<file path="src/sv/bpc_pkg.sv">
// ============================================================================
// Barometric compensation package
// Widths, scaling constants, register indexes and the structures that pass
// between the pipeline segments of the compensation block.
// ============================================================================
package bpc_pkg;

  localparam int RAW_W      = 24;
  localparam int COEFF_W    = 16;
  localparam int TEMP_W     = 19;
  localparam int PRESS_W    = 28;
  localparam int CFG_IDX_W  = 3;

  localparam int REF_SCALE  = 8;
  localparam int OFF_SCALE  = 16;
  localparam int SENS_SCALE = 15;
  localparam int SH_TEMP    = 23;
  localparam int SH_OFF     = 7;
  localparam int SH_SENS    = 8;
  localparam int SH_T2      = 31;
  localparam int SH_PROD    = 21;
  localparam int SH_PRESS   = 15;

  localparam int T_REF      = 2000;
  localparam int T_COLD     = -1500;

  localparam int DT_W       = RAW_W + 1;
  localparam int MUL_W      = DT_W + COEFF_W + 1;
  localparam int DD_W       = 2 * DT_W;
  localparam int T2_W       = DD_W - SH_T2 - 1;
  localparam int SQ_W       = 2 * TEMP_W;
  localparam int ACC_W      = 40;
  localparam int SPLIT_W    = 20;
  localparam int LO_P_W     = RAW_W + SPLIT_W;
  localparam int HI_P_W     = RAW_W + 1 + ACC_W - SPLIT_W;
  localparam int PROD_W     = 64;
  localparam int Q_W        = PROD_W - SH_PROD + 1;

  localparam int SEG_STAGES = 3;

  typedef enum logic [CFG_IDX_W-1:0] {
    REG_SENS        = 3'd0,
    REG_OFFSET      = 3'd1,
    REG_SENS_TEMP   = 3'd2,
    REG_OFFSET_TEMP = 3'd3,
    REG_REF_TEMP    = 3'd4,
    REG_TEMP_SLOPE  = 3'd5
  } reg_idx_t;

  typedef struct packed {
    logic [COEFF_W-1:0] sens;
    logic [COEFF_W-1:0] offset;
    logic [COEFF_W-1:0] sens_temp;
    logic [COEFF_W-1:0] offset_temp;
    logic [COEFF_W-1:0] ref_temp;
    logic [COEFF_W-1:0] temp_slope;
  } coeff_t;

  typedef struct packed {
    logic [SEG_STAGES-1:0] load;
    logic [SEG_STAGES-1:0] vld;
  } stage_ctl_t;

  typedef struct packed {
    logic        [RAW_W-1:0]  d1;
    logic signed [TEMP_W-1:0] temp1;
    logic signed [TEMP_W-1:0] dtemp;
    logic signed [TEMP_W-1:0] dcold;
    logic signed [ACC_W-1:0]  off1;
    logic signed [ACC_W-1:0]  sens1;
    logic        [T2_W-1:0]   t2;
  } fo_t;

  typedef struct packed {
    logic        [RAW_W-1:0]  d1;
    logic signed [TEMP_W-1:0] temp;
    logic signed [ACC_W-1:0]  off;
    logic signed [ACC_W-1:0]  sens;
  } so_t;

  typedef struct packed {
    logic signed [TEMP_W-1:0]  temperature_centideg;
    logic signed [PRESS_W-1:0] pressure_centimbar;
  } res_t;

endpackage

</file>
<file path="src/sv/bpc_stage_ctl.sv">
// ============================================================================
// Pipeline segment control
// Valid bits and per-stage load enables for one segment of register stages.
// ============================================================================
module bpc_stage_ctl (
  input  logic                clk,
  input  logic                rst_n,
  input  logic                up_valid,
  output logic                up_ready,
  input  logic                dn_ready,
  output bpc_pkg::stage_ctl_t ctl
);

  localparam int NS = bpc_pkg::SEG_STAGES;

  logic [NS-1:0] vld_r;
  logic [NS-1:0] vld_nxt;
  logic [NS-1:0] vld_src;
  logic [NS:0]   adv;

  // A stage loads when it is empty or when the stage after it loads.
  always_comb begin
    adv[NS] = dn_ready;
    for (int i = NS - 1; i >= 0; i--) begin
      adv[i] = !vld_r[i] || adv[i+1];
    end
  end

  assign vld_src = {vld_r[NS-2:0], up_valid};

  always_comb begin
    for (int i = 0; i < NS; i++) begin
      vld_nxt[i] = adv[i] ? vld_src[i] : vld_r[i];
    end
  end

  always_ff @(posedge clk) begin
    if (!rst_n) begin
      vld_r <= '0;
    end else begin
      vld_r <= vld_nxt;
    end
  end

  assign up_ready = adv[0];
  assign ctl.load = adv[NS-1:0];
  assign ctl.vld  = vld_r;

endmodule

</file>
<file path="src/sv/bpc_second_order.sv">
// ============================================================================
// Second-order correction segment
// Squares the temperature deviations, forms the low and very low temperature
// corrections and applies them in three stages.
// ============================================================================
module bpc_second_order (
  input  logic         clk,
  input  logic         rst_n,
  input  logic         up_valid,
  output logic         up_ready,
  input  bpc_pkg::fo_t up_data,
  output logic         dn_valid,
  input  logic         dn_ready,
  output bpc_pkg::so_t dn_data
);

  localparam int TEMP_W = bpc_pkg::TEMP_W;
  localparam int SQ_W   = bpc_pkg::SQ_W;
  localparam int ACC_W  = bpc_pkg::ACC_W;

  bpc_pkg::stage_ctl_t ctl;

  bpc_pkg::fo_t            fo_s4_r;
  logic signed [SQ_W-1:0]  f_r;
  logic signed [SQ_W-1:0]  f_nxt;
  logic signed [SQ_W-1:0]  g_r;
  logic signed [SQ_W-1:0]  g_nxt;

  logic signed [ACC_W-1:0] f_ext;
  logic signed [ACC_W-1:0] g_ext;
  logic signed [ACC_W-1:0] five_f;
  logic signed [ACC_W-1:0] seven_g;
  logic signed [ACC_W-1:0] eleven_g;
  logic                    cold_s4;
  bpc_pkg::fo_t            fo_s5_r;
  logic signed [ACC_W-1:0] off2_r;
  logic signed [ACC_W-1:0] off2_nxt;
  logic signed [ACC_W-1:0] sens2_r;
  logic signed [ACC_W-1:0] sens2_nxt;

  logic                    low_s5;
  bpc_pkg::so_t            so_r;
  bpc_pkg::so_t            so_nxt;

  bpc_stage_ctl u_ctl (
    .clk      (clk),
    .rst_n    (rst_n),
    .up_valid (up_valid),
    .up_ready (up_ready),
    .dn_ready (dn_ready),
    .ctl      (ctl)
  );

  assign f_nxt = $signed(up_data.dtemp) * $signed(up_data.dtemp);
  assign g_nxt = $signed(up_data.dcold) * $signed(up_data.dcold);

  always_ff @(posedge clk) begin
    if (ctl.load[0]) begin
      fo_s4_r <= up_data;
      f_r     <= f_nxt;
      g_r     <= g_nxt;
    end
  end

  assign f_ext    = ACC_W'(f_r);
  assign g_ext    = ACC_W'(g_r);
  assign five_f   = (f_ext <<< 2) + f_ext;
  assign seven_g  = (g_ext <<< 3) - g_ext;
  assign eleven_g = (g_ext <<< 3) + (g_ext <<< 1) + g_ext;
  assign cold_s4  = fo_s4_r.dcold[TEMP_W-1];

  assign off2_nxt  = (five_f >>> 1) + (cold_s4 ? seven_g : '0);
  assign sens2_nxt = (five_f >>> 2) + (cold_s4 ? (eleven_g >>> 1) : '0);

  always_ff @(posedge clk) begin
    if (ctl.load[1]) begin
      fo_s5_r <= fo_s4_r;
      off2_r  <= off2_nxt;
      sens2_r <= sens2_nxt;
    end
  end

  assign low_s5 = fo_s5_r.dtemp[TEMP_W-1];

  always_comb begin
    so_nxt.d1   = fo_s5_r.d1;
    so_nxt.temp = fo_s5_r.temp1 - (low_s5 ? $signed({1'b0, fo_s5_r.t2}) : '0);
    so_nxt.off  = fo_s5_r.off1 - (low_s5 ? off2_r : '0);
    so_nxt.sens = fo_s5_r.sens1 - (low_s5 ? sens2_r : '0);
  end

  always_ff @(posedge clk) begin
    if (ctl.load[2]) begin
      so_r <= so_nxt;
    end
  end

  assign dn_valid = ctl.vld[2];
  assign dn_data  = so_r;

endmodule

</file>
<file path="config.mk">
export PLATFORM = sky130hd
export DESIGN_NAME = bpc_second_order
export DESIGN_NICKNAME = d
export VERILOG_FILES = /design/src/sv/bpc_pkg.sv /design/src/sv/bpc_stage_ctl.sv /design/src/sv/bpc_second_order.sv
export SDC_FILE = /design/constraint.sdc
export NUM_CORES = 2
export LEC_CHECK = 0
export BUFFER_PORTS_ARGS = -buffer_cell sky130_fd_sc_hd__buf_2
export CORE_ASPECT_RATIO = 0.7
export CORE_MARGIN = 2
export CORE_UTILIZATION = 52
export DETAILED_ROUTE_END_ITERATION = 10
export PLACE_DENSITY_LB_ADDON = 0.12
export SYNTH_ARGS = -nofsm -noshare
export SYNTH_HDL_FRONTEND = slang
export SYNTH_SLANG_ARGS = --single-unit
</file>
<file path="constraint.sdc">
create_clock -name clk -period 24.2 [get_ports clk]
set_input_delay 1.21 -clock clk [delete_from_list [all_inputs] [get_ports clk]]
set_output_delay 1.21 -clock clk [all_outputs]
set_load 0.01 [all_outputs]
</file>
==> run metrics <==
outcome=completed; Worst-Skew Late Latency=0.65 ns; first-pass GRT wire length=205 mm; hpwl dp=104 mm; Final Max Slew Viols=0; Final ANT Viol Nets=0; number of fill cells=9091; Layout Skew=0.0249 ns; Netlist cell types=85; htree depth=2; Crit. Startpoint=up_data[122]; Worst-path clk slew=0.06 ns; register area share after synthesis=30.3%; layout cell share with drive strength beyond 1=8.47%; Nets=6917; dominant synthesized flop cell=edfxtp_1; cell taking the most area after synthesis=edfxtp_1; unrepaired setup endpoints after global routing=false; minimum clock period after layout=8.55 ns; die width=396 um; initial antenna violation count=7; Critical Path RT=24.69 ns; cell count after placement=6864; TritonCTS clock tree=yes; Setup violations, final=0; Vias/cell=5.37; setup_tns=0 ns; Hold Path Origin=fo_s4_r[83]; PostCTS Resize Cnt=0; #FFs+latches synth=564; Yosys top cell area share=30.1%; Post-Route WL=128 mm; Post-Synthesis Cell Area=0.0559 sq mm; register area=0.0169 sq mm; Worst slew margin=10.1%; total die area=0.110 sq mm; IO buf count=307; final cycle utilization of the critical path=35.3%; die height=278 um; number of CTS-inserted buffers=59; Post-Syn Instances=5224; CTS max path bufs=3; measured slew at the worst slew-check pin=1.31 ns; Synth Area per Inst=10.7 sq um; total grt overflow=0; Non-Filler Instances=6979; most frequent cells in the layout=inv_1, fa_1, edfxtp_1; largest cells by area after synthesis=edfxtp_1, fa_1, ha_1, inv_1, xnor2_1; gr usage total=23.5%; final hold violation count=0; Syn Nets=6644; First DRT Iteration DRCs=2484; multi-input logic area=0.0353 sq mm; Setup crit start kind=input pin; Post-Synth Simple-Gate Area=9.71%; Hold Buf Count CTS=0; Tightest Hold Check Type=flop to flop; ys async rst share=0%; area grow syn2layout=9.11%; Adder-Cell Fraction of Synth Area=37.1%; Critical Path AT=9.04 ns; routability cong.=0.946; I/O pins=308; Initial DRT Pass Iterations=5; clock sinks=564; Post-Synth XOR/XNOR Area=5.45%; vias in the first global route=37400; total setup buffers inserted after CTS=0; number of synthesized flops with an enable pin=561; CORE AREA=0.106 sq mm; Max Cap Viol=0; CP Class=input pin to flop; mux cell area share after synthesis=0.161%; vias post-DR=37500; RR Startpoint=g_r[8]; Synth Area in Compound Gates=10.7%; FP Rows=100; crit path max fanout=18; Synth warnings=0; largest net degree at the start of global routing=131; commonest non-fill, non-tap cell in the layout=inv_1; Peak Freq=117 MHz; CP endpoint kind=flop; DRC Markers=0; DR WL/cell=18.4 um; Initial Util=52.5%; main combinational cell family by area after synthesis=adder cells; Root Driver=clkbuf_16
[state kept, by name (all words and copies together), names as in the netlist]
| name | count |
|---|---|
| f_r | 36 |
| g_r | 36 |
| fo_s5_r | 142 |
| dn_data | 123 |
| fo_s4_r | 144 |
| off2_r | 40 |
| cold_s4 | 1 |
| u_ctl.vld_r | 3 |
| sens2_r | 39 |
[area by class of cell]
class | count | share of cell area (%)
multi-input cells | 3674 | 57.9
flip-flops and latches | 564 | 27.7
inverters | 882 | 5.43
well taps | 1428 | 2.93
repair buffers | 316 | 2.67
clock buffers | 66 | 2.50
clock inverters | 44 | 0.831
diodes | 5 | 0.0205
[cells by family after synthesis]
family	after synthesis
buf+inv	986
compound gates	906
simple gates	1173
xor+xnor	348
fa+ha+maj	1237
other cells	1
mux	9
flops	564
[stage by stage]
stage          util [%]  hold WS, ns  worst slack, ns  instance area [sq um]
5_1_grt            57.3        0.414            15.38                  61000
2_1_floorplan         -        0.400            15.57                  55900
3_5_place_dp       55.3        0.405            15.20                  58900
4_1_cts            57.3        0.406            15.87                  61000
6_report           57.3        0.408            15.65                  61000
3_3_place_gp       55.3        0.400            15.15                  58900
[path summary, 6_finish.rpt]
path,endpoint,depth (start not counted),slack [ns]
max,f_r[37],24,15.65
max reg2reg,sens2_r[39],23,17.63
min,fo_s5_r[83],0,0.41
min reg2reg,fo_s5_r[83],0,0.41
[cells in the mapped netlist (all sizes together) (6+ instances only)]
master / number
a221oi: 7
edfxtp: 561
o21ai: 158
and3: 27
a31oi: 29
or3: 14
fa: 701
and2: 109
o21bai: 51
xor2: 115
o41ai: 8
nor4: 8
o31a: 7
clkbuf: 98
a21oi: 279
nand2b: 57
ha: 536
mux2i: 9
a21o: 171
nor3: 54
inv: 882
nand4: 21
o21a: 48
a211o: 11
a211oi: 25
nor2: 256
nor2b: 66
nand3: 54
a21boi: 11
a2111oi: 11
xnor2: 233
nand2: 477
o31ai: 14
a41oi: 9
o211ai: 13
or2: 15
buf: 6
a31o: 12
[critical path, stage by stage]
cell	delay, ns
buf_2	0.34
inv_1	0.26
nor2_1	0.31
inv_1	0.10
fa_1	0.49
fa_1	0.46
fa_1	0.54
inv_1	0.05
fa_1	0.43
fa_1	0.42
fa_1	0.53
fa_1	0.41
ha_1	0.35
a21o_1	0.18
a21o_1	0.17
a21oi_1	0.16
o21ai_0	0.12
a2111oi_0	1.12
o31ai_1	0.30
o41ai_2	0.45
o211ai_1	0.20
o21ai_1	0.18
a21oi_1	0.09
a31oi_1	0.15
[routing by layer]
layer,global-route usage [%],vias up,wire (um)
li1,-,17900,-
met1,36.6,18500,62700
met2,35.7,964,55700
met3,3.30,104,8340
met4,3.57,4,1620
met5,0,-,21
Power is not shown: default switching activity piles up to over one toggle a cycle in this logic, so the estimate is an artifact.
