## config.mk

```make
export PLATFORM = sky130hd
export DESIGN_NAME = bpc_press_mult
export DESIGN_NICKNAME = d
export VERILOG_FILES = /design/src/sv/bpc_pkg.sv /design/src/sv/bpc_stage_ctl.sv /design/src/sv/bpc_press_mult.sv
export SDC_FILE = /design/constraint.sdc
export NUM_CORES = 2
export LEC_CHECK = 0
export ABC_AREA = 1
export BUFFER_PORTS_ARGS = -buffer_cell sky130_fd_sc_hd__buf_2
export CAP_MARGIN = 10
export CELL_PAD_IN_SITES_DETAIL_PLACEMENT = 1
export CELL_PAD_IN_SITES_GLOBAL_PLACEMENT = 1
export CORE_ASPECT_RATIO = 1.25
export CORE_MARGIN = 2
export CORE_UTILIZATION = 40
export CTS_BUF_LIST = sky130_fd_sc_hd__clkbuf_8 sky130_fd_sc_hd__clkbuf_16
export DETAILED_ROUTE_END_ITERATION = 6
export MAX_ROUTING_LAYER = met4
export PLACE_DENSITY_LB_ADDON = 0.1
export SYNTH_ARGS = -nofsm -noshare
export SYNTH_HDL_FRONTEND = slang
export SYNTH_SLANG_ARGS = --single-unit
export TNS_END_PERCENT = 1
```

## constraint.sdc

```tcl
create_clock -name clk -period 7 [get_ports clk]
set_input_delay 1.05 -clock clk [delete_from_list [all_inputs] [get_ports clk]]
set_output_delay 1.05 -clock clk [all_outputs]
set_load 0.05 [all_outputs]
```

## src/sv/bpc_pkg.sv

```systemverilog
// ============================================================================
// Barometric compensation package
// Widths, scaling constants, register indexes and the structures that pass
// between the pipeline segments of the compensation block.
// ============================================================================
package bpc_pkg;

  localparam int RAW_W      = 24;
  localparam int COEFF_W    = 16;
  localparam int TEMP_W     = 19;
  localparam int PRESS_W    = 28;
  localparam int CFG_IDX_W  = 3;

  localparam int REF_SCALE  = 8;
  localparam int OFF_SCALE  = 16;
  localparam int SENS_SCALE = 15;
  localparam int SH_TEMP    = 23;
  localparam int SH_OFF     = 7;
  localparam int SH_SENS    = 8;
  localparam int SH_T2      = 31;
  localparam int SH_PROD    = 21;
  localparam int SH_PRESS   = 15;

  localparam int T_REF      = 2000;
  localparam int T_COLD     = -1500;

  localparam int DT_W       = RAW_W + 1;
  localparam int MUL_W      = DT_W + COEFF_W + 1;
  localparam int DD_W       = 2 * DT_W;
  localparam int T2_W       = DD_W - SH_T2 - 1;
  localparam int SQ_W       = 2 * TEMP_W;
  localparam int ACC_W      = 40;
  localparam int SPLIT_W    = 20;
  localparam int LO_P_W     = RAW_W + SPLIT_W;
  localparam int HI_P_W     = RAW_W + 1 + ACC_W - SPLIT_W;
  localparam int PROD_W     = 64;
  localparam int Q_W        = PROD_W - SH_PROD + 1;

  localparam int SEG_STAGES = 3;

  typedef enum logic [CFG_IDX_W-1:0] {
    REG_SENS        = 3'd0,
    REG_OFFSET      = 3'd1,
    REG_SENS_TEMP   = 3'd2,
    REG_OFFSET_TEMP = 3'd3,
    REG_REF_TEMP    = 3'd4,
    REG_TEMP_SLOPE  = 3'd5
  } reg_idx_t;

  typedef struct packed {
    logic [COEFF_W-1:0] sens;
    logic [COEFF_W-1:0] offset;
    logic [COEFF_W-1:0] sens_temp;
    logic [COEFF_W-1:0] offset_temp;
    logic [COEFF_W-1:0] ref_temp;
    logic [COEFF_W-1:0] temp_slope;
  } coeff_t;

  typedef struct packed {
    logic [SEG_STAGES-1:0] load;
    logic [SEG_STAGES-1:0] vld;
  } stage_ctl_t;

  typedef struct packed {
    logic        [RAW_W-1:0]  d1;
    logic signed [TEMP_W-1:0] temp1;
    logic signed [TEMP_W-1:0] dtemp;
    logic signed [TEMP_W-1:0] dcold;
    logic signed [ACC_W-1:0]  off1;
    logic signed [ACC_W-1:0]  sens1;
    logic        [T2_W-1:0]   t2;
  } fo_t;

  typedef struct packed {
    logic        [RAW_W-1:0]  d1;
    logic signed [TEMP_W-1:0] temp;
    logic signed [ACC_W-1:0]  off;
    logic signed [ACC_W-1:0]  sens;
  } so_t;

  typedef struct packed {
    logic signed [TEMP_W-1:0]  temperature_centideg;
    logic signed [PRESS_W-1:0] pressure_centimbar;
  } res_t;

endpackage

```

## src/sv/bpc_stage_ctl.sv

```systemverilog
// ============================================================================
// Pipeline segment control
// Valid bits and per-stage load enables for one segment of register stages.
// ============================================================================
module bpc_stage_ctl (
  input  logic                clk,
  input  logic                rst_n,
  input  logic                up_valid,
  output logic                up_ready,
  input  logic                dn_ready,
  output bpc_pkg::stage_ctl_t ctl
);

  localparam int NS = bpc_pkg::SEG_STAGES;

  logic [NS-1:0] vld_r;
  logic [NS-1:0] vld_nxt;
  logic [NS-1:0] vld_src;
  logic [NS:0]   adv;

  // A stage loads when it is empty or when the stage after it loads.
  always_comb begin
    adv[NS] = dn_ready;
    for (int i = NS - 1; i >= 0; i--) begin
      adv[i] = !vld_r[i] || adv[i+1];
    end
  end

  assign vld_src = {vld_r[NS-2:0], up_valid};

  always_comb begin
    for (int i = 0; i < NS; i++) begin
      vld_nxt[i] = adv[i] ? vld_src[i] : vld_r[i];
    end
  end

  always_ff @(posedge clk) begin
    if (!rst_n) begin
      vld_r <= '0;
    end else begin
      vld_r <= vld_nxt;
    end
  end

  assign up_ready = adv[0];
  assign ctl.load = adv[NS-1:0];
  assign ctl.vld  = vld_r;

endmodule

```

## src/sv/bpc_press_mult.sv

```systemverilog
// ============================================================================
// Pressure product segment
// Multiplies the raw pressure by the sensitivity as two partial products,
// joins them and removes the offset; the last stage is the result register.
// ============================================================================
module bpc_press_mult (
  input  logic          clk,
  input  logic          rst_n,
  input  logic          up_valid,
  output logic          up_ready,
  input  bpc_pkg::so_t  up_data,
  output logic          dn_valid,
  input  logic          dn_ready,
  output bpc_pkg::res_t dn_data
);

  localparam int TEMP_W  = bpc_pkg::TEMP_W;
  localparam int ACC_W   = bpc_pkg::ACC_W;
  localparam int SPLIT_W = bpc_pkg::SPLIT_W;
  localparam int LO_P_W  = bpc_pkg::LO_P_W;
  localparam int HI_P_W  = bpc_pkg::HI_P_W;
  localparam int PROD_W  = bpc_pkg::PROD_W;
  localparam int Q_W     = bpc_pkg::Q_W;
  localparam int PRESS_W = bpc_pkg::PRESS_W;

  bpc_pkg::stage_ctl_t ctl;

  logic signed [TEMP_W-1:0] temp_s7_r;
  logic signed [ACC_W-1:0]  off_s7_r;
  logic        [LO_P_W-1:0] p_lo_r;
  logic        [LO_P_W-1:0] p_lo_nxt;
  logic signed [HI_P_W-1:0] p_hi_r;
  logic signed [HI_P_W-1:0] p_hi_nxt;

  logic signed [TEMP_W-1:0] temp_s8_r;
  logic signed [ACC_W-1:0]  off_s8_r;
  logic signed [PROD_W-1:0] prod_r;
  logic signed [PROD_W-1:0] prod_nxt;

  logic signed [Q_W-1:0]    q;
  bpc_pkg::res_t            res_r;
  bpc_pkg::res_t            res_nxt;

  bpc_stage_ctl u_ctl (
    .clk      (clk),
    .rst_n    (rst_n),
    .up_valid (up_valid),
    .up_ready (up_ready),
    .dn_ready (dn_ready),
    .ctl      (ctl)
  );

  assign p_lo_nxt = up_data.d1 * up_data.sens[SPLIT_W-1:0];
  assign p_hi_nxt = $signed({1'b0, up_data.d1}) * $signed(up_data.sens[ACC_W-1:SPLIT_W]);

  always_ff @(posedge clk) begin
    if (ctl.load[0]) begin
      temp_s7_r <= up_data.temp;
      off_s7_r  <= up_data.off;
      p_lo_r    <= p_lo_nxt;
      p_hi_r    <= p_hi_nxt;
    end
  end

  assign prod_nxt = $signed({p_hi_r[PROD_W-SPLIT_W-1:0], {SPLIT_W{1'b0}}})
                  + $signed({{(PROD_W - LO_P_W){1'b0}}, p_lo_r});

  always_ff @(posedge clk) begin
    if (ctl.load[1]) begin
      temp_s8_r <= temp_s7_r;
      off_s8_r  <= off_s7_r;
      prod_r    <= prod_nxt;
    end
  end

  assign q = Q_W'($signed(prod_r[PROD_W-1:bpc_pkg::SH_PROD])) - Q_W'(off_s8_r);

  always_comb begin
    res_nxt.temperature_centideg = temp_s8_r;
    res_nxt.pressure_centimbar   = q[bpc_pkg::SH_PRESS+PRESS_W-1:bpc_pkg::SH_PRESS];
  end

  always_ff @(posedge clk) begin
    if (ctl.load[2]) begin
      res_r <= res_nxt;
    end
  end

  assign dn_valid = ctl.vld[2];
  assign dn_data  = res_r;

endmodule

```

==> results.md <==
- Worst endpoint required time: about 7.3 ns
- Horizontal die dimension: between 300 and 400 µm
- Number of I/O pins: 176
- Portion of the clock cycle consumed by the worst path in the final layout: 0.950
- Clock latency reported for the late side of the worst-skew pair: 0.58 ns
- CTS Sinks: roughly 280
- Number of nets in the layout: 7415
- Actual slew at the worst max-slew pin: around 0.74 ns
- Area of combinational cells with multiple inputs: approximately 32000 µm²
- Reg2reg setup slack: 3.86 ns
- Count of max-cap constraint violations: 0
- Crit Reg-Reg Endpoint: p_hi_r[42]$_DFFE_PP_
- Wire per inst: about 19 µm
- Mean area per synthesized cell: around 8.1 µm²
- Overall die height: approximately 390 µm
- Site Rows: 140
- Post-cts hold buffer count: 0
- Global route overflow: 0
- Final ANT Viol Nets: 0
- Setup repair after global routing missed its margin: false
- Max-slew violation total from the final report: 0
- Synth warnings: 0
- Netlist Area Pre-Place: roughly 47000 µm²
- Slew Limit Headroom: 0.504
- Peak fanout along the critical path: 8
- Final wirelength: roughly 150 mm
- Routability cong.: about 0.89
- TritonCTS clock tree: built
- Worst reg-to-reg path cell count: 6
- Count of different cell masters after synthesis: 51
- Startpoint of the worst-slack reg-to-reg timing path: u_ctl.vld_r[2]$_SDFFE_PN0P_
- Number of hold violations in the final report: 0
- Vias in the first global route: about 42000
- Number of instances in the synthesized netlist: roughly 5700
- Fraction of layout cells with a size suffix above 1: 0.102
- Ys async rst share: 0
- Initial cell density of the core: 0.402
- Post-CTS setup buffers: 0
- IO Port Bufs: 175
- Critical path data arrival time: 6.96 ns
- Syn_nets: 7037
- Full die area: ~120000 µm²
- Half-perimeter wire length of the detailed placement result: about 130 mm
- Most common flop cell mapped by yosys: sky130_fd_sc_hd__edfxtp_1
- Sequential cell area: roughly 8300 µm²
- Total global-route track usage: 0.262
- Placed standard-cell area: 52000 µm²
- Setup-failing EPs final: 0
- Total iterations of the first detailed-routing run: 5
- Number of antenna violations at the first check in global routing: 4
- Most used cells in the layout excluding fill and tap cells: sky130_fd_sc_hd__inv_1 (1586), sky130_fd_sc_hd__nand2_1 (1526), sky130_fd_sc_hd__fa_1 (785)
- Maximum root-to-sink buffer count: 3
- Most common cell after layout, fill and taps aside: sky130_fd_sc_hd__inv_1
- Startpoint kind of the worst setup timing path: input port
- Class of the worst hold path: flip-flop to flip-flop
- Post-cts sizing count: 0
- DRC violation count after routing: 0
- Run status: finished, final reports clean
- Endpoint kind of the worst setup timing path: flip-flop
- Largest net degree at the start of global routing: 56
- Number of vias per cell after detailed routing: 4.82
- Post-route design area: between 50000 and 60000 µm²
- Fillers: 14100
- Kind of critical path: input port to flip-flop
- TritonCTS Buffers: 26
- Seq cells post-synth: around 280
- Clock-pin slew on the worst setup and hold paths: approximately 0.07 ns
- Clock root cell: sky130_fd_sc_hd__clkbuf_16
- Core outline area: between 100000 and 150000 µm²
- Final clock skew: ~0.020 ns
- Number of synthesized flops with an enable pin: 276
- Hold Crit Depth: 0
- Register area share after synthesis: 0.179
- Area growth from synthesis to final layout: 13.5%
- Share of the core filled with cells in the final layout: 0.456
- Final critical-path required period: 6.65 ns
- Global-route wire length before repair: between 200 and 250 mm
- Highest achievable clock rate: between 150 and 200 MHz
- Start point of the worst hold path: temp_s8_r[18]$_DFFE_PP_
- Hold EP: dn_data[46]$_DFFE_PP_
- Initial detailed-routing violation count: approximately 1600
- Via count: approximately 37000
- Htree depth: 1
## how the worst max path moves through the flow
stage                            to  slack (ns)    startpoint
2_1_floorplan  p_lo_r[36]$_DFFE_PP_        0.48    up_data[5]
3_3_place_gp   p_hi_r[39]$_DFFE_PP_       -0.13  up_data[109]
3_5_place_dp   p_lo_r[38]$_DFFE_PP_       -0.26  up_data[109]
4_1_cts        p_lo_r[38]$_DFFE_PP_        0.34  up_data[109]
5_1_grt        p_lo_r[38]$_DFFE_PP_        0.06  up_data[106]
6_report       p_lo_r[38]$_DFFE_PP_        0.35  up_data[109]
## final cells by class
cell class	instances	share of cell area
multi-input cells	3689	0.599
flip-flops and latches	279	0.158
inverters	1589	0.113
repair buffers	527	0.0761
well taps	1562	0.0369
clock buffers	28	0.0130
clock inverters	20	0.00473
diodes	5	0.000236
## critical path, stage by stage
cell and delay [ns]:
sky130_fd_sc_hd__buf_2 0.21, sky130_fd_sc_hd__buf_12 0.18, sky130_fd_sc_hd__buf_4 0.13, sky130_fd_sc_hd__nand2_1 0.06, sky130_fd_sc_hd__inv_1 0.05, sky130_fd_sc_hd__fa_1 0.51
sky130_fd_sc_hd__inv_1 0.05, sky130_fd_sc_hd__fa_1 0.46, sky130_fd_sc_hd__fa_1 0.53, sky130_fd_sc_hd__inv_1 0.06, sky130_fd_sc_hd__fa_1 0.57, sky130_fd_sc_hd__fa_1 0.44
sky130_fd_sc_hd__fa_1 0.50, sky130_fd_sc_hd__inv_1 0.06, sky130_fd_sc_hd__fa_1 0.47, sky130_fd_sc_hd__inv_1 0.05, sky130_fd_sc_hd__ha_1 0.31, sky130_fd_sc_hd__a21oi_1 0.21
sky130_fd_sc_hd__buf_4 0.14, sky130_fd_sc_hd__o21a_1 0.13, sky130_fd_sc_hd__o21ai_0 0.14, sky130_fd_sc_hd__o21ai_0 0.36, sky130_fd_sc_hd__nand3_1 0.13, sky130_fd_sc_hd__nand2_1 0.08
sky130_fd_sc_hd__nand2_1 0.08
## per-stage QoR
stage	setup TNS (ns)	std cells	hold WS, ns	setup slack [ns]
floorplan	0	5734	0.400	0.482
global placement	-1.34	7646	0.401	-0.126
detailed placement	-3.92	7646	0.405	-0.258
CTS	0	7694	0.416	0.344
global route	0	7698	0.422	0.0623
finish	0	7699	0.418	0.353
## cell usage after synthesis (4+ instances only)
cell type | number | area share
sky130_fd_sc_hd__a21boi_0 | 5 | 0.00080
sky130_fd_sc_hd__a21o_1 | 16 | 0.0026
sky130_fd_sc_hd__a21oi_1 | 196 | 0.021
sky130_fd_sc_hd__and2_1 | 7 | 0.00094
sky130_fd_sc_hd__clkbuf_1 | 173 | 0.014
sky130_fd_sc_hd__edfxtp_1 | 276 | 0.18
sky130_fd_sc_hd__fa_1 | 785 | 0.34
sky130_fd_sc_hd__ha_1 | 391 | 0.10
sky130_fd_sc_hd__inv_1 | 1585 | 0.13
sky130_fd_sc_hd__inv_2 | 4 | 0.00032
sky130_fd_sc_hd__nand2_1 | 1528 | 0.12
sky130_fd_sc_hd__nand2_2 | 9 | 0.0012
sky130_fd_sc_hd__nand3_1 | 109 | 0.012
sky130_fd_sc_hd__nand3b_1 | 4 | 0.00064
sky130_fd_sc_hd__nand4_1 | 40 | 0.0054
sky130_fd_sc_hd__nor2_1 | 271 | 0.022
sky130_fd_sc_hd__nor2_2 | 5 | 0.00067
sky130_fd_sc_hd__nor2_4 | 4 | 0.00096
sky130_fd_sc_hd__nor3_1 | 28 | 0.0030
sky130_fd_sc_hd__nor3_2 | 4 | 0.00086
sky130_fd_sc_hd__o21a_1 | 23 | 0.0037
sky130_fd_sc_hd__o21ai_0 | 107 | 0.011
sky130_fd_sc_hd__o21ai_1 | 7 | 0.00075
sky130_fd_sc_hd__o21ai_2 | 5 | 0.00094
sky130_fd_sc_hd__o21bai_1 | 13 | 0.0021
sky130_fd_sc_hd__or2_2 | 13 | 0.0017
sky130_fd_sc_hd__xnor2_1 | 20 | 0.0038
sky130_fd_sc_hd__xor2_1 | 71 | 0.013
## logic make-up (layout without fill, tap and decap cells)
logic type      after synthesis  count (layout)  share of synthesized area
simple gates               2033            2033                      0.174
buf+inv                    1766            2164                      0.142
fa+ha+maj                  1176            1176                      0.442
compound gates              389             389                     0.0467
flops                       279             279                      0.179
xor+xnor                     91              91                     0.0171
other cells                   0               5                          0
## flip-flops by register name, indices dropped and copies added (netlist names)
name	cells
p_lo_r	24
temp_s8_r	19
dn_data	47
off_s8_r	40
prod_r	43
off_s7_r	40
u_ctl.vld_r	3
temp_s7_r	19
p_hi_r	44
## metal layers
metal  wire length, µm  part of all wire  track usage  up-vias
met1             61300              0.42        0.309    18800
li1                  -                 -            -    17600
met3              3970             0.027       0.0190      219
met5                 0                 0            -        -
met2             75300              0.51        0.468      560
met4              6240             0.043       0.0944        0
Power is not shown: default switching activity piles up to over one toggle a cycle in this logic, so the estimate is an artifact.
