### config.mk
export PLATFORM = sky130hd
export DESIGN_NAME = bpc_cfg_regs
export DESIGN_NICKNAME = d
export VERILOG_FILES = /design/src/sv/bpc_pkg.sv /design/src/sv/bpc_cfg_regs.sv
export SDC_FILE = /design/constraint.sdc
export NUM_CORES = 1
export LEC_CHECK = 0
export ABC_AREA = 1
export BUFFER_PORTS_ARGS = -buffer_cell sky130_fd_sc_hd__buf_4
export CAP_MARGIN = 20
export CORE_ASPECT_RATIO = 2
export CORE_MARGIN = 1.5
export CORE_UTILIZATION = 44
export DETAILED_ROUTE_END_ITERATION = 7
export PLACE_DENSITY_LB_ADDON = 0.1
export SYNTH_ARGS = -nofsm -noshare
export SYNTH_HDL_FRONTEND = slang
export SYNTH_SLANG_ARGS = --single-unit
### constraint.sdc
create_clock -name clk -period 0.9 [get_ports clk]
set_input_delay 0.09 -clock clk [delete_from_list [all_inputs] [get_ports clk]]
set_output_delay 0.09 -clock clk [all_outputs]
set_load 0.02 [all_outputs]
### src/sv/bpc_pkg.sv
// ============================================================================
// Barometric compensation package
// Widths, scaling constants, register indexes and the structures that pass
// between the pipeline segments of the compensation block.
// ============================================================================
package bpc_pkg;

  localparam int RAW_W      = 24;
  localparam int COEFF_W    = 16;
  localparam int TEMP_W     = 19;
  localparam int PRESS_W    = 28;
  localparam int CFG_IDX_W  = 3;

  localparam int REF_SCALE  = 8;
  localparam int OFF_SCALE  = 16;
  localparam int SENS_SCALE = 15;
  localparam int SH_TEMP    = 23;
  localparam int SH_OFF     = 7;
  localparam int SH_SENS    = 8;
  localparam int SH_T2      = 31;
  localparam int SH_PROD    = 21;
  localparam int SH_PRESS   = 15;

  localparam int T_REF      = 2000;
  localparam int T_COLD     = -1500;

  localparam int DT_W       = RAW_W + 1;
  localparam int MUL_W      = DT_W + COEFF_W + 1;
  localparam int DD_W       = 2 * DT_W;
  localparam int T2_W       = DD_W - SH_T2 - 1;
  localparam int SQ_W       = 2 * TEMP_W;
  localparam int ACC_W      = 40;
  localparam int SPLIT_W    = 20;
  localparam int LO_P_W     = RAW_W + SPLIT_W;
  localparam int HI_P_W     = RAW_W + 1 + ACC_W - SPLIT_W;
  localparam int PROD_W     = 64;
  localparam int Q_W        = PROD_W - SH_PROD + 1;

  localparam int SEG_STAGES = 3;

  typedef enum logic [CFG_IDX_W-1:0] {
    REG_SENS        = 3'd0,
    REG_OFFSET      = 3'd1,
    REG_SENS_TEMP   = 3'd2,
    REG_OFFSET_TEMP = 3'd3,
    REG_REF_TEMP    = 3'd4,
    REG_TEMP_SLOPE  = 3'd5
  } reg_idx_t;

  typedef struct packed {
    logic [COEFF_W-1:0] sens;
    logic [COEFF_W-1:0] offset;
    logic [COEFF_W-1:0] sens_temp;
    logic [COEFF_W-1:0] offset_temp;
    logic [COEFF_W-1:0] ref_temp;
    logic [COEFF_W-1:0] temp_slope;
  } coeff_t;

  typedef struct packed {
    logic [SEG_STAGES-1:0] load;
    logic [SEG_STAGES-1:0] vld;
  } stage_ctl_t;

  typedef struct packed {
    logic        [RAW_W-1:0]  d1;
    logic signed [TEMP_W-1:0] temp1;
    logic signed [TEMP_W-1:0] dtemp;
    logic signed [TEMP_W-1:0] dcold;
    logic signed [ACC_W-1:0]  off1;
    logic signed [ACC_W-1:0]  sens1;
    logic        [T2_W-1:0]   t2;
  } fo_t;

  typedef struct packed {
    logic        [RAW_W-1:0]  d1;
    logic signed [TEMP_W-1:0] temp;
    logic signed [ACC_W-1:0]  off;
    logic signed [ACC_W-1:0]  sens;
  } so_t;

  typedef struct packed {
    logic signed [TEMP_W-1:0]  temperature_centideg;
    logic signed [PRESS_W-1:0] pressure_centimbar;
  } res_t;

endpackage

### src/sv/bpc_cfg_regs.sv
// ============================================================================
// Calibration coefficient registers
// Holds the six calibration coefficients; writes to unused indexes are dropped.
// ============================================================================
module bpc_cfg_regs (
  input  logic                          clk,
  input  logic                          rst_n,
  input  logic                          wr_valid,
  output logic                          wr_ready,
  input  logic [bpc_pkg::CFG_IDX_W-1:0] wr_index,
  input  logic [bpc_pkg::COEFF_W-1:0]   wr_data,
  output bpc_pkg::coeff_t               coeffs
);

  bpc_pkg::coeff_t coeff_r;
  bpc_pkg::coeff_t coeff_nxt;

  assign wr_ready = 1'b1;
  assign coeffs   = coeff_r;

  always_comb begin
    coeff_nxt = coeff_r;
    unique case (wr_index)
      bpc_pkg::REG_SENS:        coeff_nxt.sens        = wr_data;
      bpc_pkg::REG_OFFSET:      coeff_nxt.offset      = wr_data;
      bpc_pkg::REG_SENS_TEMP:   coeff_nxt.sens_temp   = wr_data;
      bpc_pkg::REG_OFFSET_TEMP: coeff_nxt.offset_temp = wr_data;
      bpc_pkg::REG_REF_TEMP:    coeff_nxt.ref_temp    = wr_data;
      bpc_pkg::REG_TEMP_SLOPE:  coeff_nxt.temp_slope  = wr_data;
      default:                  coeff_nxt             = coeff_r;
    endcase
  end

  always_ff @(posedge clk) begin
    if (!rst_n) begin
      coeff_r <= '0;
    end else if (wr_valid) begin
      coeff_r <= coeff_nxt;
    end
  end

endmodule

==> reports/summary.txt, run 1 <==
Crit share post-route -> 101%
Share of cells above drive strength 1 -> 40.1%
DR vias/cell -> 5.04
Register bit total from synthesis -> 96
Root Buffer -> clkbuf_16
Slew HR -> 55.9%
Total track usage -> 24.8%
DR vias -> 3,950
Grt met2 use -> 44.7%
Clock tree buffer depth -> 2
Max-cap violations -> 0
Detailed-route DRC error count -> 0
Critical path's largest stage delay -> 360 ps
Final nets -> 702
Clock sinks -> 96
Max-slew violation count -> 0
CTS H-tree depth -> 3
Worst r2r path cells -> 3
Leakage -> 2.74 nW
Multi-input gate area -> 0.00169 mm²
Crit-path cells -> buf_6
Yosys Warn Count -> 0
Worst hold path class -> input port to register
Slew @ Worst Pin -> 661 ps
RSZ-0062 raised after global routing -> true
Yosys cell types -> 13
Initial DRT Pass Iterations -> 5
P per Cell Area -> 1720 mW/mm²
Core area -> 0.00859 mm²
Area delta synth->final -> 56.3%
Busiest layer in global routing -> met2
Post-Syn Nets -> 576
Failing checks -> setup timing
Final Skew -> 0 ps
# rows -> 48
DIE WIDTH -> 69.3 µm
Worst VDD drop -> 0.00140 V
Syn Area/Cell -> 6.99 µm²
Met1 GRT Util -> 27.4%
CP bufs+invs -> 1
Final setup margin -> -12.4 ps
Dominant cell type by area after synthesis -> dfxtp_1
Met3 Resource Use GR -> 4.99%
Initial antenna violation count -> 0
Crit path required time -> 810 ps
Largest net degree at the start of global routing -> 97
Hpwl dp -> 7810 µm
Worst EP arrival -> 820 ps
Worst-path fanout max -> 2
CP max-delay cell -> dfxtp_2
Final global-route overflow total -> 0
Flop2flop setup slack -> 180 ps
Period minus WS final -> 912 ps
Die height -> 136 µm
Clock Latency Late Sink -> 330 ps
GP Congestion -> 0.854
Sequential share of the synthesized area -> 49.7%
Crit. End Element -> output pin
N_diodes -> 0
Crit path kind -> register to output pin
Port-buffer cells -> 117
RR Endpoint -> coeffs[50]$_SDFFE_PN0P_
Drt total wl -> 11,800 µm
Hold path depth -> 5
Number of global-route vias before repair -> 3,486
Final Hold Fails -> 0
Number of CTS-inserted buffers -> 9
Drt wl/cell -> 15.0 µm
CP delay by family, top -> flip-flops
Startpoint Class -> register
Max Freq -> 1100 MHz
CTS tree -> done
Outcome -> finished with violations
DRT iter0 DRCs -> 257
Post-DRT Antenna Nets -> 0
Mapped Cells -> 554
Dpl cells -> 763
CTS clock-pin slew for the worst setup and hold paths -> 60 ps
Layout fillers -> 709
First-pass GRT wire length -> 17,900 µm
Non-filler instance count after layout -> 784
Area contributors post-synth -> dfxtp_1, nor2_1, nand3_1, nand2_1, buf_2
Initial core utilization -> 45.1%
Largest register FFs -> 96
Synth top area share -> 49.7%
Post-synthesis cell area -> 0.00387 mm²
RR Startpoint -> coeffs[50]$_SDFFE_PN0P_
Final setup vio count -> 3
FF/Latch Area -> 0.00204 mm²
Sum Neg Setup Slack -> -21.7 ps
Die Area -> 0.00940 mm²
IO Count -> 119
HP Start -> wr_data[15]
Hold path endpoint -> coeffs[95]$_SDFFE_PN0P_
## per-stage QoR
step	total power [mW]	cell area, µm²	utilization, %	hold WS (ps)	setup slack [ps]
after global placement	6.00	5190	60.4	465	-209
after floorplan	5.34	3870	-	330	39.4
after CTS	10.4	6010	70.0	201	-21.4
after global routing	10.8	6050	70.4	235	-33.3
final	10.4	6050	70.4	200	-12.4
after detailed placement	6.02	5190	60.4	472	-245
## what timing repair did
| item | in CTS | in global routing |
|---|---|---|
| setup endpoints to repair | 94 | 82 |
| buffers inserted | 3 | 3 |
| hold buffers | 0 | 0 |
| gates resized for setup | 186 | 7 |
## cells in the mapped netlist
cell type / instances
nand2_1: 101
buf_4: 7
nor2_1: 193
buf_2: 22
inv_2: 2
nor2_2: 3
nor2_4: 6
buf_1: 6
dfxtp_1: 96
nand2_2: 1
inv_1: 20
conb_1: 1
nand3_1: 96
## placed cells by master (no fill, tap or decap), types with 2 or more instances in the layout
cell / count
bufinv_16: 3
buf_12: 23
clkbuf_16: 9
buf_6: 97
clkinv_2: 2
inv_2: 2
nand3_1: 96
nor2_2: 3
nor2_4: 7
nor2_1: 192
inv_1: 20
nand2_1: 101
dfxtp_2: 96
buf_4: 30
## cells by family after synthesis
kind of cell / count (synthesis) / synth area share (%)
other: 1 / 0.0969
buffers and inverters: 57 / 6.92
DFF: 96 / 49.7
and+or+nand+nor: 400 / 43.3
## per-layer routing
metal | share of wire, % | vias up
met5 | 0 | -
met4 | 3.3 | 0
met3 | 5.2 | 29
met2 | 56 | 129
met1 | 36 | 1823
li1 | - | 1969
## area by class of cell
class,count,share of cell area [%]
clock buffer,9,3.72
sequential,96,33.8
multi-input combinational,401,27.9
tap,100,2.07
inverter,22,1.37
clock inverter,6,1.80
timing repair buffer,150,29.4
## power by group
group	switching, mW	internal (mW)
Combinational	0.846	0.707
Sequential	0.113	4.43
Clock	1.60	2.69
## worst max-delay path by stage
stage                                 start                      end  slack [ps]  depth (start not counted)
global route        coeffs[80]$_SDFFE_PN0P_               coeffs[80]         -30                          1
CTS                 coeffs[66]$_SDFFE_PN0P_               coeffs[66]         -20                          1
detailed placement                    rst_n  coeffs[89]$_SDFFE_PN0P_        -240                          3
floorplan                             rst_n  coeffs[72]$_SDFFE_PN0P_          40                          5
global placement                      rst_n  coeffs[89]$_SDFFE_PN0P_        -210                          3
finish              coeffs[66]$_SDFFE_PN0P_               coeffs[66]         -10                          1
No activity file was read; power rests on OpenSTA's default activity.
==> run 2, diff against run 1 <==
- PLACE_DENSITY: not set -> 0.7
- PLACE_DENSITY_LB_ADDON: 0.1 -> not set
==> run 2 against run 1 <==
Compared with the run above:
- the flow still finishes with violations (setup timing)
- sequential power about the same
- wire length shrank 3.0%
- clock power fell by 12%
- clock skew stayed put
- core utilization decreased by 3.2 points
- combinational power fell by 6%
- global-route usage is 0.93 points lower
- die area did not move
- critical endpoint is now coeffs[78]
- highest routed layer unchanged
==> reports/summary.txt, run 2 (same netlist as run 1, synthesis figures left out) <==
Outcome -> finished with violations
Failing checks -> setup timing
Clock sinks -> 96
Worst hold slack -> 213 ps
GP Congestion -> 0.845
Total track usage -> 23.8%
Initial core utilization -> 45.1%
Crit-path cells -> buf_6
Worst-path fanout max -> 2
Largest register FFs -> 96
Period minus WS final -> 923 ps
CP max-delay cell -> dfxtp_2
CP bufs+invs -> 1
Area delta synth->final -> 49.2%
Leakage -> 2.61 nW
Final setup margin -> -22.6 ps
First-pass GRT wire length -> 17,400 µm
Port-buffer cells -> 117
Die Area -> 0.00940 mm²
Most common cell after layout, fill and taps aside -> nor2_1
Crit path kind -> register to output pin
CTS tree -> done
Max Freq -> 1080 MHz
Drt wl/cell -> 14.9 µm
Crit path required time -> 810 ps
Setup WS pre-CTS -> -233 ps
DRT iter0 DRCs -> 292
# rows -> 48
Final Skew -> 0 ps
Largest net degree at the start of global routing -> 97
Number of global-route vias before repair -> 3,514
Crit share post-route -> 103%
Core area -> 0.00859 mm²
Share of cells above drive strength 1 -> 38.5%
RSZ-0062 raised after global routing -> true
Detailed-route DRC error count -> 0
FF/Latch Area -> 0.00204 mm²
Root Buffer -> clkbuf_16
Critical path's largest stage delay -> 370 ps
CP delay by family, top -> flip-flops
DR vias -> 3,881
Final global-route overflow total -> 0
Startpoint Class -> register
Slew @ Worst Pin -> 677 ps
CTS H-tree depth -> 3
Initial antenna violation count -> 0
Final nets -> 688
Clock Latency Late Sink -> 340 ps
DR vias/cell -> 5.04
IO Count -> 119
Max-cap violations -> 0
Worst EP arrival -> 830 ps
Clock tree buffer depth -> 2
N_diodes -> 0
Worst VDD drop -> 0.00102 V
Slew HR -> 54.9%
Area after DPL -> 0.00496 mm²
Worst hold path class -> input port to register
CTS clock-pin slew for the worst setup and hold paths -> 60 ps
DIE WIDTH -> 69.3 µm
Die height -> 136 µm
Crit. End Element -> output pin
Number of CTS-inserted buffers -> 9
Layout fillers -> 726
Max-slew violation count -> 0
Final Hold Fails -> 0
P per Cell Area -> 1690 mW/mm²
Design Area, Final -> 0.00577 mm²
Drt total wl -> 11,400 µm
Final setup vio count -> 5
Multi-input gate area -> 0.00169 mm²
Hpwl dp -> 7730 µm
Post-DRT Antenna Nets -> 0
Commonest cells after routing, fill and taps aside -> nor2_1, nand2_1, buf_6
Initial DRT Pass Iterations -> 7
-- run 2: cell count changes in the layout (fill, tap and decap cells not counted), sizes merged --
cell,before,now
bufinv,3,1
clkinv,3,1
buf,150,136
clkinvlp,0,1
clkbuf,9,12
-- run 2: path summary, 6_finish.rpt --
path / cells after the start / to / from / slack (ps)
hold / removal: 5 / coeffs[64]$_SDFFE_PN0P_ / wr_data[0] / 210
setup reg to reg: 3 / coeffs[12]$_SDFFE_PN0P_ / coeffs[12]$_SDFFE_PN0P_ / 170
setup / recovery: 1 / coeffs[78] / coeffs[78]$_SDFFE_PN0P_ / -20
hold reg to reg: 2 / coeffs[22]$_SDFFE_PN0P_ / coeffs[22]$_SDFFE_PN0P_ / 480
-- run 2: per-stage QoR --
step	std cells	setup TNS, ps	total power [mW]	util [%]
global route	770	-495	10.1	67.2
CTS	765	-102	9.76	66.6
detailed placement	750	-17860	5.92	57.8
finish	770	-56.2	9.75	67.2
global placement	750	-15610	5.90	57.8
floorplan	554	0	5.34	-
-- run 2: where the power goes --
part           internal (mW)  switching, mW  leakage [nW]
clock network           2.21           1.55         0.139
logic                  0.627          0.821          1.64
registers               4.43          0.114         0.825
total                   7.27           2.48          2.61
-- run 2: timing repair --
action                                  in CTS  in global routing
setup buffers                                0                  5
hold buffers                                 0                  0
gates resized for setup                    184                  9
endpoints found under the hold margin        0                  0
cloned                                       0                  0
endpoints found under the setup margin      93                 69
-- run 2: cell type report --
class                   instances  area share, %
multi-input cells             401           29.2
flip-flops and latches         96           35.4
well taps                     100           2.17
clock buffers                  12           4.27
clock inverters                 3          0.737
repair buffers                136           26.8
inverters                      22           1.43
-- run 2: per-layer routing --
metal | global-route usage [%] | vias to the layer above | wire (µm)
li1 | - | 1938 | -
met1 | 26.9 | 1768 | 4300
met2 | 41.6 | 146 | 6050
met3 | 3.87 | 29 | 608
met4 | 14.5 | 0 | 472
met5 | 0 | - | 0
==> run 3, diff against run 2 <==
- TNS_END_PERCENT: not set -> 1
==> run 3 against run 2 <==
Compared with the run above:
- the flow still finishes with violations (setup timing)
- critical path depth is the same
- die area unchanged
- first-iteration DRC count grew 14%
- core utilization down 0.45 points
- combinational power barely moved
- register-to-register slack gained 100 ps
==> reports/summary.txt, run 3 (same netlist as run 1, synthesis figures left out) <==
DIE WIDTH -> 69.3 µm
Leakage -> 2.58 nW
Final Hold Fails -> 0
Core area -> 0.00859 mm²
Final setup vio count -> 6
Detailed-route DRC error count -> 0
Non-filler instance count after layout -> 765
Hpwl dp -> 7730 µm
DRT iter0 DRCs -> 332
Port-buffer cells -> 117
Crit path kind -> register to output pin
Slew HR -> 55.4%
Max Freq -> 1080 MHz
Worst-path fanout max -> 2
Total track usage -> 23.8%
Initial core utilization -> 45.1%
Final nets -> 683
Final Skew -> 0 ps
Worst EP arrival -> 830 ps
RSZ-0062 raised after global routing -> true
Max-cap violations -> 0
Commonest cells after routing, fill and taps aside -> nor2_1, nand2_1, buf_6
CP max-delay cell -> dfxtp_2
Die Area -> 0.00940 mm²
DR vias -> 3,886
Drt wl/cell -> 15.0 µm
Layout fillers -> 733
Crit share post-route -> 102%
Number of global-route vias before repair -> 3,514
Worst VDD drop -> 0.00102 V
Clock tree buffer depth -> 2
Initial antenna violation count -> 0
Max-slew violation count -> 0
Clock sinks -> 96
Most common cell after layout, fill and taps aside -> nor2_1
Setup Buffers After CTS -> 0
Largest register FFs -> 96
Crit. End Element -> output pin
Share of cells above drive strength 1 -> 37.9%
Dpl cells -> 750
Number of CTS-inserted buffers -> 9
Largest net degree at the start of global routing -> 97
Initial DRT Pass Iterations -> 6
Failing checks -> setup timing
Slew @ Worst Pin -> 669 ps
Multi-input gate area -> 0.00169 mm²
# rows -> 48
Total Power -> 9.74 mW
Crit path required time -> 810 ps
P per Cell Area -> 1700 mW/mm²
FF/Latch Area -> 0.00204 mm²
Outcome -> finished with violations
Clock Latency Late Sink -> 340 ps
Die height -> 136 µm
CTS clock-pin slew for the worst setup and hold paths -> 60 ps
CTS H-tree depth -> 3
CTS tree -> done
IO Count -> 119
CP delay by family, top -> flip-flops
CP bufs+invs -> 1
Period minus WS final -> 922 ps
GP Congestion -> 0.845
N_diodes -> 0
Startpoint Class -> register
DR vias/cell -> 5.08
Final global-route overflow total -> 0
First-pass GRT wire length -> 17,400 µm
Area delta synth->final -> 48.2%
Worst hold slack -> 213 ps
Drt total wl -> 11,400 µm
Hold buffers post-CTS -> 0
Root Buffer -> clkbuf_16
Crit-path cells -> buf_6
Worst hold path class -> input port to register
Final setup margin -> -22.1 ps
Critical path's largest stage delay -> 370 ps
Post-DRT Antenna Nets -> 0
[run 3: worst paths after layout]
kind	from	to	slack, ps	cells past startpoint
worst max register to register	coeffs[20]$_SDFFE_PN0P_	coeffs[20]$_SDFFE_PN0P_	270	2
worst min-delay path	wr_data[3]	coeffs[51]$_SDFFE_PN0P_	210	5
worst max-delay path	coeffs[78]$_SDFFE_PN0P_	coeffs[78]	-20	1
worst min register to register	coeffs[22]$_SDFFE_PN0P_	coeffs[22]$_SDFFE_PN0P_	480	2
[run 3: report_power, final]
group	switching [mW]	internal, mW	total [mW]
Combinational	0.819	0.618	1.44
Sequential	0.114	4.43	4.54
Clock	1.55	2.21	3.76
Total	2.48	7.26	9.74
[run 3: tightest hold or removal path, cell delays in order]
cell	delay (ps)
buf_4	80
inv_1	120
nand3_1	120
nand2_1	50
nor2_1	70
[run 3: per-layer routing]
layer	wire, µm	vias up	track usage, %
met3	569	37	3.87
met5	0	-	0
li1	-	1930	-
met4	546	0	14.5
met2	5990	166	41.6
met1	4330	1753	26.9
[run 3: cell type report]
cell class / count / area share, %
clock inverters: 3 / 0.742
flip-flops and latches: 96 / 35.6
clock buffers: 12 / 4.30
repair buffers: 131 / 26.3
inverters: 22 / 1.44
well taps: 100 / 2.18
multi-input cells: 401 / 29.4
[run 3: repair_timing]
action | CTS | global route
cloned | 0 | 0
pin swaps | 0 | 0
gates resized for setup | 183 | 9
setup endpoints to repair | 93 | 69
[run 3: through the flow]
stage               utilization, %  setup WS, ps  setup TNS, ps  cell area [µm²]
CTS                           66.5         -23.4           -109             5710
global placement              57.8          -199         -15610             4960
floorplan                        -          39.4              0             3870
finish                        66.8         -22.1          -63.9             5740
global route                  66.8         -33.7           -553             5740
detailed placement            57.8          -233         -17860             4960
